<file path="src/rtl/aesp_pkg.sv">
package aesp_pkg;

  localparam int unsigned ByteW   = 8;
  localparam int unsigned StatusW = 3;
  localparam int unsigned EffectW = 2;
  localparam int unsigned ColorW  = 8;
  localparam int unsigned ResultW = StatusW + EffectW + ColorW;
  localparam int unsigned OutDataW = ((ResultW + 7) / 8) * 8;

  localparam logic [ByteW-1:0] ChEsc   = 8'h1b;
  localparam logic [ByteW-1:0] ChOpen  = 8'h5b;  // '['
  localparam logic [ByteW-1:0] ChSemi  = 8'h3b;  // ';'
  localparam logic [ByteW-1:0] ChFinal = 8'h6d;  // 'm'
  localparam logic [ByteW-1:0] ChZero  = 8'h30;  // '0'
  localparam logic [ByteW-1:0] ChNine  = 8'h39;  // '9'

  localparam logic [ColorW-1:0] FgKeep  = 8'hf0;
  localparam logic [ColorW-1:0] BgKeep  = 8'h0f;
  localparam logic [ColorW-1:0] FgValid = 8'h08;
  localparam logic [ColorW-1:0] BgValid = 8'h80;

  localparam logic [ByteW-1:0] CodeReset    = 8'd0;
  localparam logic [ByteW-1:0] CodeBold     = 8'd1;
  localparam logic [ByteW-1:0] CodeUnder    = 8'd4;
  localparam logic [ByteW-1:0] CodeBlink    = 8'd5;
  localparam logic [ByteW-1:0] CodeStandout = 8'd7;
  localparam logic [ByteW-1:0] CodeNoColor  = 8'd100;
  localparam logic [ByteW-1:0] CodeFgDef    = 8'd39;
  localparam logic [ByteW-1:0] CodeBgDef    = 8'd49;
  localparam logic [ByteW-1:0] CodeFgLo     = 8'd30;
  localparam logic [ByteW-1:0] CodeFgHi     = 8'd37;
  localparam logic [ByteW-1:0] CodeBgLo     = 8'd40;
  localparam logic [ByteW-1:0] CodeBgHi     = 8'd47;

  localparam logic [ByteW-1:0] AccMax = 8'd255;

  typedef enum logic [StatusW-1:0] {
    ST_TEXT    = 3'd0,
    ST_HELD    = 3'd1,
    ST_ACCEPT  = 3'd2,
    ST_REJECT  = 3'd3,
    ST_RESTART = 3'd4
  } aesp_status_e;

  typedef enum logic [EffectW-1:0] {
    EF_NORMAL   = 2'd0,
    EF_BOLD     = 2'd1,
    EF_UNDER    = 2'd2,
    EF_STANDOUT = 2'd3
  } aesp_effect_e;

  typedef enum logic [1:0] {
    PH_IDLE = 2'd0,
    PH_ESC  = 2'd1,
    PH_BODY = 2'd2
  } aesp_phase_e;

  typedef struct packed {
    aesp_phase_e        phase;
    logic [EffectW-1:0] c_effect;
    logic [ColorW-1:0]  c_color;
    logic [EffectW-1:0] p_effect;
    logic [ColorW-1:0]  p_color;
    logic [ByteW-1:0]   acc;
    logic               have_digit;
    logic               stopped;
  } aesp_state_t;

endpackage

</file>
<file path="src/rtl/aesp_step.sv">
module aesp_step
  import aesp_pkg::*;
(
  input  logic [ByteW-1:0] byte_i,
  input  logic             enable_i,
  input  aesp_state_t      state_i,
  output aesp_state_t      state_o,
  output aesp_status_e     status_o
);

  logic [11:0]        acc_ext;
  logic [ByteW-1:0]   digit;
  logic [ByteW-1:0]   acc_sat;
  logic [EffectW-1:0] code_effect;
  logic [ColorW-1:0]  code_color;
  logic [ByteW-1:0]   code_off;
  aesp_state_t        ended;
  logic               num_char;

  assign num_char = (byte_i >= ChZero) && (byte_i <= ChNine);
  assign digit    = byte_i - ChZero;
  assign acc_ext  = {1'b0, state_i.acc, 3'b000} + {3'b000, state_i.acc, 1'b0}
                    + {4'b0000, digit};
  assign acc_sat  = (acc_ext > {4'b0000, AccMax}) ? AccMax : acc_ext[ByteW-1:0];

  // Apply one parameter code to the pending values.
  always_comb begin
    code_effect = state_i.p_effect;
    code_color  = state_i.p_color;
    code_off    = '0;
    case (state_i.acc)
      CodeReset: begin
        code_effect = EF_NORMAL;
        code_color  = '0;
      end
      CodeBold, CodeBlink: code_effect = EF_BOLD;
      CodeUnder:           code_effect = EF_UNDER;
      CodeStandout:        code_effect = EF_STANDOUT;
      CodeNoColor:         code_color  = '0;
      CodeFgDef:           code_color  = state_i.p_color & FgKeep;
      CodeBgDef:           code_color  = state_i.p_color & BgKeep;
      default: begin
        if (state_i.acc inside {[CodeFgLo:CodeFgHi]}) begin
          code_off   = state_i.acc - CodeFgLo;
          code_color = (state_i.p_color & FgKeep) | {5'b00000, code_off[2:0]} | FgValid;
        end else if (state_i.acc inside {[CodeBgLo:CodeBgHi]}) begin
          code_off   = state_i.acc - CodeBgLo;
          code_color = (state_i.p_color & BgKeep) | {1'b0, code_off[2:0], 4'b0000}
                       | BgValid;
        end
      end
    endcase
  end

  // End of a parameter; an empty one clears and stops the rest.
  always_comb begin
    ended = state_i;
    if (!state_i.stopped) begin
      if (!state_i.have_digit) begin
        ended.p_effect = EF_NORMAL;
        ended.p_color  = '0;
        ended.stopped  = 1'b1;
      end else begin
        ended.p_effect = code_effect;
        ended.p_color  = code_color;
      end
      ended.acc        = '0;
      ended.have_digit = 1'b0;
    end
  end

  always_comb begin
    state_o  = state_i;
    status_o = ST_TEXT;
    if (!enable_i) begin
      status_o      = ((state_i.phase == PH_ESC) || (state_i.phase == PH_BODY)) ?
                      ST_REJECT : ST_TEXT;
      state_o.phase = PH_IDLE;
    end else begin
      case (state_i.phase)
        PH_ESC: begin
          if (byte_i == ChOpen) begin
            status_o           = ST_HELD;
            state_o.phase      = PH_BODY;
            state_o.p_effect   = state_i.c_effect;
            state_o.p_color    = state_i.c_color;
            state_o.acc        = '0;
            state_o.have_digit = 1'b0;
            state_o.stopped    = 1'b0;
          end else if (byte_i == ChEsc) begin
            status_o = ST_RESTART;
          end else begin
            status_o      = ST_REJECT;
            state_o.phase = PH_IDLE;
          end
        end
        PH_BODY: begin
          if (num_char) begin
            status_o = ST_HELD;
            if (!state_i.stopped) begin
              state_o.acc        = acc_sat;
              state_o.have_digit = 1'b1;
            end
          end else if (byte_i == ChSemi) begin
            state_o  = ended;
            status_o = ST_HELD;
          end else if (byte_i == ChFinal) begin
            state_o          = ended;
            state_o.c_effect = ended.p_effect;
            state_o.c_color  = ended.p_color;
            state_o.phase    = PH_IDLE;
            status_o         = ST_ACCEPT;
          end else if (byte_i == ChEsc) begin
            status_o      = ST_RESTART;
            state_o.phase = PH_ESC;
          end else begin
            status_o      = ST_REJECT;
            state_o.phase = PH_IDLE;
          end
        end
        default: begin
          if (byte_i == ChEsc) begin
            status_o      = ST_HELD;
            state_o.phase = PH_ESC;
          end else begin
            status_o      = ST_TEXT;
            state_o.phase = PH_IDLE;
          end
        end
      endcase
    end
  end

endmodule

</file>
<file path="src/rtl/ansi_sgr_escape_parser_unit.sv">
// Channel   Dir  tdata fields (low bit up)                 tuser/tlast
// s_axis    in   data_byte[7:0]                             none
// m_axis    out  status[2:0], effect[4:3], color[12:5], 0s  none
// cfg       in   enable (cfg_wdata_i), written on cfg_we_i  none
//
// One item per cycle while m_axis takes results; a result is valid on m_axis once
// its byte has passed the input register and then one pass of step logic into
// the result register. A stalled m_axis holds the result and a filled input
// register; an empty input register still takes a byte while only the result
// waits. Reset clears the parser state to idle with zero committed values and
// sets enable.
module ansi_sgr_escape_parser_unit
  import aesp_pkg::*;
(
  input  logic                clk_i,
  input  logic                rst_ni,
  input  logic                cfg_we_i,
  input  logic                cfg_wdata_i,
  input  logic                s_axis_tvalid_i,
  output logic                s_axis_tready_o,
  input  logic [ByteW-1:0]    s_axis_tdata_i,   // data_byte[7:0]
  output logic                m_axis_tvalid_o,
  input  logic                m_axis_tready_i,
  output logic [OutDataW-1:0] m_axis_tdata_o    // status[2:0] effect[4:3] color[12:5]
);

  logic             enable_q;
  logic             in_valid_q;
  logic [ByteW-1:0] in_byte_q;
  logic             out_valid_q;
  logic [OutDataW-1:0] out_data_q, out_data_d;
  aesp_state_t      state_q, state_d;
  aesp_status_e     step_status;
  logic             advance;
  logic             step;

  assign advance = !out_valid_q || m_axis_tready_i;
  assign step    = advance && in_valid_q;

  assign s_axis_tready_o = !in_valid_q || advance;
  assign m_axis_tvalid_o = out_valid_q;
  assign m_axis_tdata_o  = out_data_q;

  aesp_step u_step (
    .byte_i   (in_byte_q),
    .enable_i (enable_q),
    .state_i  (state_q),
    .state_o  (state_d),
    .status_o (step_status)
  );

  assign out_data_d = {{(OutDataW-ResultW){1'b0}}, state_d.c_color, state_d.c_effect,
                       step_status};

  always_ff @(posedge clk_i or negedge rst_ni) begin
    if (!rst_ni) begin
      enable_q    <= 1'b1;
      in_valid_q  <= 1'b0;
      out_valid_q <= 1'b0;
      state_q     <= '{phase: PH_IDLE, default: '0};
    end else begin
      if (cfg_we_i) begin
        enable_q <= cfg_wdata_i;
      end
      if (s_axis_tready_o) begin
        in_valid_q <= s_axis_tvalid_i;
      end
      if (advance) begin
        out_valid_q <= in_valid_q;
      end
      if (step) begin
        state_q <= state_d;
      end
    end
  end

  always_ff @(posedge clk_i) begin
    if (s_axis_tready_o && s_axis_tvalid_i) begin
      in_byte_q <= s_axis_tdata_i;
    end
    if (step) begin
      out_data_q <= out_data_d;
    end
  end

`ifndef SYNTHESIS
  a_commit_only_on_accept: assert property (@(posedge clk_i) disable iff (!rst_ni)
    step && (step_status != ST_ACCEPT)
    |=> $stable(state_q.c_effect) && $stable(state_q.c_color))
    else $error("committed values changed without an accepted sequence");

  a_result_matches_state: assert property (@(posedge clk_i) disable iff (!rst_ni)
    out_valid_q |-> (out_data_q[4:3] == state_q.c_effect)
                 && (out_data_q[12:5] == state_q.c_color))
    else $error("result effect/color differ from committed state");

  a_disable_goes_idle: assert property (@(posedge clk_i) disable iff (!rst_ni)
    step && !enable_q |=> state_q.phase == PH_IDLE)
    else $error("phase not idle after a byte taken while disabled");

  a_held_keeps_open: assert property (@(posedge clk_i) disable iff (!rst_ni)
    step && ((step_status == ST_HELD) || (step_status == ST_RESTART))
    |=> state_q.phase != PH_IDLE)
    else $error("held byte left the parser idle");
`endif

endmodule

</file>
<file path="config.mk">
export PLATFORM = sky130hd
export DESIGN_NAME = ansi_sgr_escape_parser_unit
export DESIGN_NICKNAME = d
export VERILOG_FILES = /design/src/rtl/aesp_pkg.sv /design/src/rtl/aesp_step.sv /design/src/rtl/ansi_sgr_escape_parser_unit.sv
export SDC_FILE = /design/constraint.sdc
export NUM_CORES = 1
export LEC_CHECK = 0
export ABC_AREA = 1
export BUFFER_PORTS_ARGS = -buffer_cell sky130_fd_sc_hd__buf_2
export CAP_MARGIN = 5
export CORE_MARGIN = 1
export CORE_UTILIZATION = 65
export DETAILED_ROUTE_END_ITERATION = 7
export GPL_TIMING_DRIVEN = 0
export MAX_ROUTING_LAYER = met4
export PLACE_DENSITY = 0.86
export SYNTH_ARGS = -nofsm -noshare
export SYNTH_HDL_FRONTEND = slang
export SYNTH_SLANG_ARGS = --single-unit
export TNS_END_PERCENT = 20
</file>
<file path="constraint.sdc">
create_clock -name clk_i -period 8.7 [get_ports clk_i]
set_input_delay 1.305 -clock clk_i [delete_from_list [all_inputs] [get_ports clk_i]]
set_output_delay 1.305 -clock clk_i [all_outputs]
set_load 0.05 [all_outputs]
</file>
==> metrics.md, run 1 <==
| Metric | Value |
|---|---|
| Lkg Pwr | `around 2.2 nW` |
| R2r startpoint | `in_byte_q[4]` |
| Top-Level Pins | `32` |
| H-Tree Level Count | `2` |
| Sequential area share after synthesis | `0.389` |
| Hold Path Class | `flop to flop` |
| Status | `finished clean` |
| Routed len/inst | `14.5 um` |
| RSZ-0062 raised after global routing | `false` |
| Area contributors post-synth | `dfrtp_1 (22%), edfxtp_1 (16%), nand2_1 (14%), inv_1 (6.9%), nand3_1 (5.8%)` |
| CP Cell Sequence | `a21oi_1 > xor2_1 > fa_1 > inv_1 > ha_1 > a21oi_1 > nor3_1 > nor3_1 > nand2_1 > nand2_1 > nand2_1 > nor2_1 > nand3_1 > nand2_1 > nand2_1` |
| Post-synth cell types | `between 40 and 50` |
| Max FO, Critical Path | `8` |
| Vias | `3644` |
| Vias in the first global route | `3624` |
| Largest net degree at the start of global routing | `36` |
| Post-synth top flop | `dfrtp_1` |
| Pwr Density | `between 150 and 200 nW/um^2` |
| CP max stage cell | `fa_1` |
| Final instance area | `4220 um^2` |
| Hold Crit Start | `state_q[21]` |
| Post-cts hold buffer count | `0` |
| Grt total ovfl | `0` |
| Initial antenna violation count | `0` |
| Synth area leader | `dfrtp_1` |
| Hold path cells | `2` |
| Final max-slew violation count | `0` |
| Post-synth EDFFs | `21` |
| First-pass detailed-route iteration total | `6` |
| Asr flop ratio synth | `0.625` |
| DR iter-0 viols | `387` |
| Initial core utilization | `0.688` |
| Drt via density | `roughly 5.8` |
| Clk_lat worst skew | `0.32 ns` |
| Worst VDD drop | `0.161 mV` |
| PnR Total Power | `slightly above 0.8 mW` |
| CTS tree | `built` |
| Final HPWL DP | `6790 um` |
| DRC viols | `0` |
| Global-route wire length before repair | `~16000 um` |
| Clk sink count | `56` |
| Minimum clock period | `~3.2 ns` |
| Worst slew margin | `0.210` |
| Nets | `around 600` |
| CP Capture Type | `flop` |
| Root Driver | `clkbuf_8` |
| Setup tns final | `0 ns` |
| ANT cells | `0` |
| Worst Path Required | `just under 9 ns` |
| Worst r2r dst | `state_q[9]` |
| Chip height | `about 79 um` |
| Rows | `27` |
| Final Wtd Congestion | `about 0.94` |
| Share of post-route cells with drive strength above 1 | `0.118` |
| Cell depth of the worst flop-to-flop path | `15` |
| Yosys reg bits | `56` |
| Drt total wl | `~9100 um` |
| Area grow syn2layout | `8.74%` |
| Die X | `around 80 um` |
| Port Buf Inserts | `28` |
| Area share of the largest cell type after synthesis | `0.219` |
| Post_cts resized | `0` |
| Clk_skew | `slightly below 0.01 ns` |
| Endpoints failing hold | `0` |
| Core area | `between 5000 and 6000 um^2` |
| Flop-to-flop setup slack | `about 5.5 ns` |
| Crit path DAT | `3.45 ns` |
| Final setup fails | `0` |
| Final ANT Viol Nets | `0` |
| Mapped Cells | `515` |
| Beginning of the critical path | `in_byte_q[4]` |
| Mean Syn Cell Area | `7.53 um^2` |
| YS warnings | `0` |
| Clock tree buffer depth | `2` |
| Clock Pin Slew Worst Setup and Hold Paths | `between 0.1 and 0.15 ns` |
| Die Area | `6280 um^2` |
| Total CTS buffers | `5` |
| Slew @ Worst Pin | `roughly 1.2 ns` |
| Max incr delay on CP | `between 0.4 and 0.5 ns` |
| CP Class | `flop to flop` |
| Placed Area | `between 4000 and 5000 um^2` |
| WHS Endpoint | `state_q[21]` |
| GRT Total Usage | `0.328` |
| Post-Place Worst Slack | `~5.5 ns` |
| Fin crit share | `0.372` |
| FMAX | `about 0.3 GHz` |
| Fin worst setup slack | `5.47 ns` |
| Post-CTS setup buffers | `0` |
| Worst Setup Start Kind | `flop` |
| Worst path most repeated cell | `nand2_1` |
| Cell area after synthesis | `3880 um^2` |
| Max Cap Violations | `0` |
layout by cell type (no fill, tap or decap), drive strengths merged, types with 2 or more instances in the layout:
| master | synthesis | final |
|---|---|---|
| dfrtp | 34 | 34 |
| o21ai | 25 | 25 |
| buf | 8 | 36 |
| and2 | 7 | 7 |
| o21bai | 2 | 2 |
| nor3 | 8 | 8 |
| or2 | 6 | 6 |
| clkbuf | 3 | 9 |
| fa | 6 | 6 |
| o211ai | 3 | 3 |
| inv | 72 | 73 |
| conb | 1 | 3 |
| xor2 | 5 | 5 |
| edfxtp | 21 | 21 |
| a21oi | 38 | 38 |
| nor2 | 43 | 43 |
| ha | 17 | 17 |
| nand3 | 47 | 47 |
| nand2 | 145 | 145 |
| a22oi | 5 | 5 |
| nand4 | 9 | 9 |
metal layers:
metal,vias up,GRT usage,wire [um]
met5,-,-,0
met4,0,0.0945,157
met3,19,0.0425,620
met2,169,0.569,4490
met1,1705,0.402,3810
li1,1751,-,-
metrics by stage:
step / hold WS (ns) / utilization / std cells
after floorplan: 0.464 / - / 517
after global placement: 0.486 / 0.730 / 617
after detailed placement: 0.485 / 0.730 / 617
after CTS: 0.514 / 0.748 / 625
after global routing: 0.558 / 0.748 / 625
final: 0.519 / 0.748 / 625
cell usage after synthesis, types with 2 or more instances:
cell type / instances
nand2_1: 143
inv_1: 71
nand3_1: 45
nor2_1: 40
a21oi_1: 38
dfrtp_1: 34
edfxtp_1: 21
o21ai_0: 21
ha_1: 17
nand4_1: 9
and2_1: 7
nor3_1: 7
fa_1: 6
or2_2: 6
a22oi_1: 5
xor2_1: 5
buf_4: 4
clkbuf_1: 3
buf_2: 2
buf_6: 2
nand2_2: 2
nand3_2: 2
nor2_2: 2
o211ai_1: 2
o21ai_1: 2
o21ai_2: 2
worst max-delay path, delay by kind of cell (launching register included):
family / cells / cell delay, ns
adders and majority gates: 2 / 0.75
and+or+nand+nor: 9 / 1.17
xor gates and xnor gates: 1 / 0.30
AOI/OAI and AO/OA: 2 / 0.39
DFF: 1 / 0.46
buffers and inverters: 1 / 0.06
worst max path at each step:
stage	end	depth (start not counted)
finish	state_q[9]	15
global placement	m_axis_tdata_o[10]	6
global route	state_q[9]	15
CTS	state_q[9]	14
detailed placement	state_q[9]	14
floorplan	s_axis_tready_o	2
sequential cells by signal, summed over array words and instances (netlist names):
signal           flops
m_axis_tdata_o      13
m_axis_tvalid_o      1
enable_q             1
in_valid_q           1
state_q             32
in_byte_q            8
report_power, final:
part / switching [mW] / internal, mW
sequential: 0.0352 / 0.333
combinational: 0.208 / 0.0926
clock: 0.0912 / 0.0668
total: 0.334 / 0.492
area by class of cell:
| cell class | instances | area [um^2] |
|---|---|---|
| clock buffer | 6 | 82.6 |
| tap | 72 | 90.1 |
| multi-input combinational | 377 | 2030 |
| fill | 430 | 1420 |
| inverter | 73 | 274 |
| clock inverter | 2 | 18.8 |
| buffer | 11 | 73.8 |
| timing repair buffer | 28 | 140 |
| sequential | 56 | 1510 |
logic make-up (layout without fill, tap and decap cells):
kind of cell,Yosys count,after routing,synth area share
buffers and inverters,84,120,0.0897
AOI/OAI and AO/OA,78,78,0.116
and+or+nand+nor,267,267,0.305
DFF,56,56,0.389
xor gates and xnor gates,6,6,0.0135
adders and majority gates,23,23,0.0858
other,1,3,0.000967
(Power assumes the default switching activity.)
==> run 2, diff against run 1 <==
--- a/config.mk
+++ b/config.mk
@@ -5,15 +5,15 @@
 export SDC_FILE = /design/constraint.sdc
 export NUM_CORES = 1
 export LEC_CHECK = 0
-export ABC_AREA = 1
+export ABC_AREA = 0
 export BUFFER_PORTS_ARGS = -buffer_cell sky130_fd_sc_hd__buf_2
 export CAP_MARGIN = 5
 export CORE_MARGIN = 1
-export CORE_UTILIZATION = 65
+export CORE_UTILIZATION = 54
 export DETAILED_ROUTE_END_ITERATION = 7
 export GPL_TIMING_DRIVEN = 0
 export MAX_ROUTING_LAYER = met4
-export PLACE_DENSITY = 0.86
+export PLACE_DENSITY = 0.76
 export SYNTH_ARGS = -nofsm -noshare
 export SYNTH_HDL_FRONTEND = slang
 export SYNTH_SLANG_ARGS = --single-unit
==> constraint.sdc (replaced) <==
create_clock -name clk_i -period 2.6 [get_ports clk_i]
set_input_delay 0.39 -clock clk_i [delete_from_list [all_inputs] [get_ports clk_i]]
set_output_delay 0.39 -clock clk_i [all_outputs]
set_load 0.05 [all_outputs]
==> metrics.md, run 2 <==
| Metric | Value |
|---|---|
| Post-Place Worst Slack | `-0.293 ns (-5.78 ns)` |
| Clk sink count | `56 (unchanged)` |
| Post-synth EDFFs | `21 (unchanged)` |
| Initial antenna violation count | `0 (unchanged)` |
| Failing checks | `setup timing` |
| First-pass detailed-route iteration total | `4 (-2)` |
| Synth area leader | `dfrtp_1` |
| DR iter-0 viols | `215 (-44%)` |
| Combinational power share | `0.134 (-0.229)` |
| Leading cell types in the layout, fill and taps excluded | `nand2_1 (45), dfrtp_1 (34), buf_2 (33)` |
| Grt total ovfl | `0 (unchanged)` |
| Global-route wire length before repair | `13800 um (-12%)` |
| Setup tns final | `-2.10 ns (-2.10 ns)` |
| Minimum clock period | `2.88 ns (-0.354 ns)` |
| Hold WS | `0.175 ns (-0.345 ns)` |
| Worst slew margin | `0.425 (+0.216)` |
| Share of post-route cells with drive strength above 1 | `0.260 (+0.143)` |
| CP Capture Type | `flop` |
| Final HPWL DP | `5780 um (-15%)` |
| Initial core utilization | `0.568 (-0.119)` |
| Pwr Density | `400 nW/um^2 (+100%)` |
| Worst path most repeated cell | `ha_4` |
| Area contributors post-synth | `dfrtp_1 (23%), edfxtp_1 (17%), ha_1 (5.8%), nand2_1 (4.6%), mux2_2 (3.7%)` |
| Post-synth top flop | `dfrtp_1` |
| Clock Pin Slew Worst Setup and Hold Paths | `0.11 ns (about the same)` |
| Clk_lat worst skew | `0.32 ns (about the same)` |
| Post-synth cell types | `73 (+70%)` |
| Worst Setup Start Kind | `flop` |
| Status | `complete, but fails checks` |
| Slew @ Worst Pin | `0.862 ns (-0.324 ns)` |
| Max FO, Critical Path | `4 (-4)` |
| Hold Path Class | `input port to asynchronous set/reset pin` |
| CTS tree | `built` |
| P_sw | `0.464 mW (+39%)` |
| Worst VDD drop | `0.245 mV (+52%)` |
| DRC viols | `0 (unchanged)` |
| Nets | `455 (-23%)` |
| WP depth | `11 (-4)` |
| Max incr delay on CP | `0.55 ns (+0.08 ns)` |
| Mean Syn Cell Area | `9.86 um^2 (+31%)` |
| Routed len/inst | `16.3 um (+12%)` |
| Mapped Cells | `370 (-28%)` |
| Port Buf Inserts | `28 (unchanged)` |
| Fin crit share | `1.11 (+0.736)` |
| Total CTS buffers | `5 (unchanged)` |
| Vias in the first global route | `2904 (-20%)` |
| Sequential area share after synthesis | `0.413 (+0.0245)` |
| Max Cap Violations | `0 (unchanged)` |
| CP Class | `flop to flop` |
| Crit path DAT | `3.14 ns (-0.31 ns)` |
| Fin worst setup slack | `-0.280 ns (-5.75 ns)` |
| RSZ-0062 raised after global routing | `true` |
| Die Area | `7090 um^2 (+13%)` |
| GRT Total Usage | `0.256 (-0.0716)` |
| Clk pwr share | `0.292 (+0.101)` |
| Final setup fails | `8 (+8)` |
| H-Tree Level Count | `2 (unchanged)` |
| Max reg flops | `32 (unchanged)` |
| Worst Path Required | `2.86 ns (-6.06 ns)` |
| Chip height | `84.2 um (+6.2%)` |
| Internal Power | `1.21 mW (+150%)` |
| Drt via density | `5.93 (+1.7%)` |
| Cell depth of the worst flop-to-flop path | `11 (-4)` |
| ANT cells | `0 (unchanged)` |
| Sw frac | `0.276 (-0.128)` |
| Post-cts hold buffer count | `0 (unchanged)` |
| Drt total wl | `8090 um (-11%)` |
| Top-Level Pins | `32 (unchanged)` |
| Cell area after synthesis | `3650 um^2 (-5.9%)` |
| Yosys reg bits | `56 (unchanged)` |
| Final max-slew violation count | `0 (unchanged)` |
| Clk_skew | `0.0128 ns (+0.00314 ns)` |
| Vias | `2941 (-19%)` |
| FMAX | `0.347 GHz (+12%)` |
| Asr flop ratio synth | `0.625 (unchanged)` |
| CP Cell Sequence | `ha_4 > inv_2 > fa_1 > ha_4 > o21ai_2 > o21bai_1 > and3b_2 > o31ai_4 > buf_6 > a2bb2oi_2 > a21o_1` |
| CP top delay family | `adder cells` |
| Part of the power in registers | `0.574 (+0.129)` |
| YS warnings | `0 (unchanged)` |
| CP max stage cell | `edfxtp_1` |
| Rows | `29 (+7.4%)` |
| Largest net degree at the start of global routing | `36 (unchanged)` |
| Area share of the largest cell type after synthesis | `0.233 (+0.0138)` |
| Area grow syn2layout | `15.0%` |
| Synth top cells by count | `nand2_1 (45), dfrtp_1 (34), nor2_1 (30)` |
| Cell with the most instances after synthesis | `nand2_1` |
| Clock tree buffer depth | `2 (unchanged)` |
| Fill cell count | `500 (+16%)` |
| Lkg Pwr | `1.82 nW (-16%)` |
| Core area | `6420 um^2 (+14%)` |
| Final ANT Viol Nets | `0 (unchanged)` |
| Endpoints failing hold | `0 (unchanged)` |
| Largest register by flop count | `state_q` |
| Die X | `84.2 um (+6.2%)` |
| Root Driver | `clkbuf_8` |
| CP bufs+invs | `2 (+1)` |
| Commonest non-fill, non-tap cell in the layout | `nand2_1` |
| Final Wtd Congestion | `0.866 (-7.7%)` |
[run 2: changes by cell type after synthesis, sizes merged, moves of 5 or more]
cell,previous run,this run
a21oi,38,24
a31oi,0,5
inv,72,27
mux2,0,13
nand2,145,46
nand2b,0,6
nand3,47,13
nand4,9,1
nor2,43,31
or2,6,0
[run 2: cell type report]
class / count / area, um^2 / area share
plain buffers: 15 / 104 / 0.0248
clock buffers: 6 / 72.6 / 0.0173
repair buffers: 39 / 234 / 0.0558
multi-input cells: 273 / 2060 / 0.492
well taps: 77 / 96.3 / 0.0230
inverters: 28 / 105 / 0.0251
flip-flops and latches: 56 / 1510 / 0.359
clock inverters: 2 / 13.8 / 0.00328
[run 2: final timing paths]
| path | slack, ns | end | from |
|---|---|---|---|
| hold / removal | 0.17 | state_q[14] | rst_ni |
| max in group asynchronous | 1.89 | state_q[12] | rst_ni |
| hold reg to reg | 0.51 | m_axis_tvalid_o | in_valid_q |
| setup reg to reg | -0.28 | state_q[2] | in_byte_q[5] |
| min in group clk_i | 0.22 | enable_q | cfg_we_i |
| setup / recovery | -0.28 | state_q[2] | in_byte_q[5] |
[run 2: cells by family after synthesis]
logic type / after synthesis / share of synthesized area
other cells: 1 / 0.00103
xor+xnor: 6 / 0.0144
simple gates: 129 / 0.192
flops: 56 / 0.413
buf+inv: 43 / 0.0573
mux: 15 / 0.0466
fa+ha+maj: 24 / 0.0943
compound gates: 96 / 0.181
[run 2: layer usage]
layer,global-route usage,share of wire,up-vias
li1,-,-,1413
met1,0.328,0.44,1430
met2,0.423,0.50,82
met3,0.0383,0.046,16
met4,0.0815,0.015,0
met5,-,0,-
[run 2: what timing repair did]
item / CTS / global route
pin swaps: 14 / 7
setup endpoints to repair: 8 / 8
gates resized for setup: 13 / 8
setup buffers: 9 / 2
hold endpoints to repair: 0 / 0
[run 2: metrics by stage]
| step | instances | total power, mW | utilization | instance area [um^2] |
|---|---|---|---|---|
| after CTS | 494 | 1.68 | 0.647 | 4160 |
| after detailed placement | 477 | 1.18 | 0.613 | 3930 |
| after floorplan | 372 | 1.12 | - | 3700 |
| after global placement | 477 | 1.17 | 0.613 | 3930 |
| after global routing | 496 | 1.74 | 0.653 | 4200 |
| final | 496 | 1.68 | 0.653 | 4200 |
[run 2: worst reg2reg max path: stages, from the launching register on]
cell,delay [ns]
edfxtp_1,0.55
ha_4,0.34
inv_2,0.04
fa_1,0.47
ha_4,0.31
o21ai_2,0.05
o21bai_1,0.20
and3b_2,0.26
o31ai_4,0.27
buf_6,0.14
a2bb2oi_2,0.12
a21o_1,0.09
[run 2: power by group through the flow]
stage | clock [mW] | sequential, mW | combinational [mW]
5_1_grt | 0.528 | 0.966 | 0.243
3_5_place_dp | 0 | 0.978 | 0.202
6_report | 0.491 | 0.963 | 0.225
4_1_cts | 0.498 | 0.962 | 0.218
2_1_floorplan | 0 | 1.02 | 0.103
3_3_place_gp | 0 | 0.977 | 0.197
==> run 3, diff against run 2 <==
--- a/config.mk
+++ b/config.mk
@@ -13,7 +13,7 @@
 export DETAILED_ROUTE_END_ITERATION = 7
 export GPL_TIMING_DRIVEN = 0
 export MAX_ROUTING_LAYER = met4
-export PLACE_DENSITY = 0.76
+export PLACE_DENSITY = 0.77
 export SYNTH_ARGS = -nofsm -noshare
 export SYNTH_HDL_FRONTEND = slang
 export SYNTH_SLANG_ARGS = --single-unit
==> metrics.md, run 3 (synthesis gave the netlist of run 2 again) <==
| Metric | Value |
|---|---|
| Status | `complete, but fails checks` |
| Failing checks | `DRC, setup timing` |
| Combined area of the multi-input logic cells | `2030 um^2 (-1.3%)` |
| Fin cells | `490 (-1.2%)` |
| Die Area | `7090 um^2 (unchanged)` |
| Largest register by flop count | `state_q` |
| Leading cell types in the layout, fill and taps excluded | `nand2_1 (45), dfrtp_1 (34), buf_2 (33)` |
| Root Driver | `clkbuf_8` |
| Routed len/inst | `16.3 um (+0.17%)` |
| CP max stage cell | `fa_1` |
| ANT cells | `0 (unchanged)` |
| PnR Total Power | `1.69 mW (+0.72%)` |
| Vias in the first global route | `2810 (-3.2%)` |
| Clock Pin Slew Worst Setup and Hold Paths | `0.10 ns (about the same)` |
| Nets | `449 (-1.3%)` |
| Lkg Pwr | `1.79 nW (-1.5%)` |
| Top-Level Pins | `32 (unchanged)` |
| Grt total ovfl | `0 (unchanged)` |
| Fin worst setup slack | `-0.323 ns (-0.0434 ns)` |
| Worst Setup Start Kind | `flop` |
| Minimum clock period | `2.92 ns (+0.0434 ns)` |
| Final ANT Viol Nets | `0 (unchanged)` |
| Clk sink count | `56 (unchanged)` |
| Flop-to-flop setup slack | `-0.32 ns (-0.04 ns)` |
| Endpoints failing hold | `0 (unchanged)` |
| Total CTS buffers | `5 (unchanged)` |
| Chip height | `84.2 um (unchanged)` |
| Pwr Density | `409 nW/um^2 (+2.2%)` |
| RSZ-0062 raised after global routing | `true` |
| Worst slew margin | `0.448 (+0.0223)` |
| Fin crit share | `1.12 (+0.0167)` |
| Die X | `84.2 um (unchanged)` |
| Port Buf Inserts | `28 (unchanged)` |
| CP Cell Sequence | `ha_1 > inv_2 > fa_1 > ha_4 > o21a_1 > o31a_1 > nor3_1 > o31ai_4 > buf_6 > a2bb2oi_2 > a21o_1` |
| Clock tree buffer depth | `2 (unchanged)` |
| DR iter-0 viols | `243 (+13%)` |
| First-pass detailed-route iteration total | `7 (+3)` |
| Area grow syn2layout | `13.3%` |
| Clk_skew | `0.00702 ns (-0.00578 ns)` |
| Placed insts | `477 (unchanged)` |
| Core area | `6420 um^2 (unchanged)` |
| Global-route wire length before repair | `12600 um (-8.4%)` |
| Final Util | `0.643 (-0.00974)` |
| Final max-slew violation count | `0 (unchanged)` |
| Worst r2r dst | `state_q[2]` |
| CP Class | `flop to flop` |
| Commonest non-fill, non-tap cell in the layout | `nand2_1` |
| DRC viols | `2 (+2)` |
| FF/Latch Area | `1510 um^2 (unchanged)` |
| H-Tree Level Count | `2 (unchanged)` |
| Share of post-route cells with drive strength above 1 | `0.242 (-0.0180)` |
| Final setup fails | `8 (unchanged)` |
| Max incr delay on CP | `0.55 ns (about the same)` |
| Largest net degree at the start of global routing | `36 (unchanged)` |
| Cell depth of the worst flop-to-flop path | `11 (unchanged)` |
| Post-Place Worst Slack | `-0.316 ns (-0.0233 ns)` |
| Final Wtd Congestion | `0.894 (+3.2%)` |
| Drt via density | `5.99 (+0.95%)` |
| Drt total wl | `8010 um (-1.0%)` |
| Clk_lat worst skew | `0.32 ns (about the same)` |
| Worst VDD drop | `0.380 mV (+55%)` |
| CTS tree | `built` |
| Max FO, Critical Path | `8 (+4)` |
| Fill cell count | `518 (+3.6%)` |
| Worst Path Required | `2.81 ns (-0.05 ns)` |
| CP Capture Type | `flop` |
| Max reg flops | `32 (unchanged)` |
| R2r startpoint | `in_byte_q[5]` |
| Post-cts hold buffer count | `0 (unchanged)` |
| Initial core utilization | `0.568 (unchanged)` |
| Final HPWL DP | `5820 um (+0.78%)` |
| Crit path DAT | `3.13 ns (about the same)` |
| Max Cap Violations | `0 (unchanged)` |
| Slew @ Worst Pin | `0.828 ns (-0.0335 ns)` |
| Initial antenna violation count | `0 (unchanged)` |
| GRT Total Usage | `0.235 (-0.0211)` |
| FMAX | `0.342 GHz (-1.5%)` |
| Hold Path Class | `input port to asynchronous set/reset pin` |
| Vias | `2933 (-0.27%)` |
| Rows | `29 (unchanged)` |
[run 3: what timing repair did]
action	in CTS	in global routing
endpoints found under the setup margin	8	8
setup buffers	0	5
resized for setup	1	15
pin swaps	2	10
[run 3: routing by layer]
metal | vias to the layer above | global-route usage | share of wire
li1 | 1402 | - | -
met1 | 1406 | 0.287 | 0.43
met5 | - | - | 0
met4 | 0 | 0.0737 | 0.016
met2 | 105 | 0.392 | 0.50
met3 | 20 | 0.0521 | 0.054
[run 3: area by class of cell]
| cell class | instances | area share |
|---|---|---|
| clock inverter | 2 | 0.00333 |
| timing repair buffer | 33 | 0.0457 |
| inverter | 28 | 0.0254 |
| tap | 77 | 0.0233 |
| multi-input combinational | 273 | 0.492 |
| buffer | 15 | 0.0251 |
| sequential | 56 | 0.365 |
| clock buffer | 6 | 0.0200 |
[run 3: worst max-delay path by stage]
stage,startpoint,to,slack (ns),depth (start not counted)
final,in_byte_q[5],state_q[2],-0.32,11
after global routing,in_byte_q[5],state_q[2],-0.43,11
after CTS,in_byte_q[4],state_q[2],-0.26,11
after detailed placement,in_byte_q[4],state_q[2],-0.32,11
after global placement,in_byte_q[4],state_q[2],-0.20,11
after floorplan,in_byte_q[6],state_q[2],-0.008,11
[run 3: through the flow]
stage	instance area [um^2]	setup TNS (ns)	hold slack (ns)
finish	4130	-2.04	0.164
global route	4130	-3.04	0.203
CTS	4040	-1.77	0.188
detailed placement	3930	-2.06	0.492
global placement	3930	-1.16	0.487
floorplan	3700	-0.00828	0.0944
[run 3: critical path: cells and delay by family, from the launching register on]
family,cells,cell delay (ns)
adder cells (fa/ha/maj),3,1.13
AO/OA/AOI/OAI,5,0.69
flip-flops,1,0.52
AND/OR/NAND/NOR,1,0.30
buffers and inverters,2,0.19
[run 3: power breakdown]
part	switching [mW]	internal, mW
Sequential	0.0169	0.945
Clock	0.292	0.219
Combinational	0.147	0.0710
Total	0.456	1.23
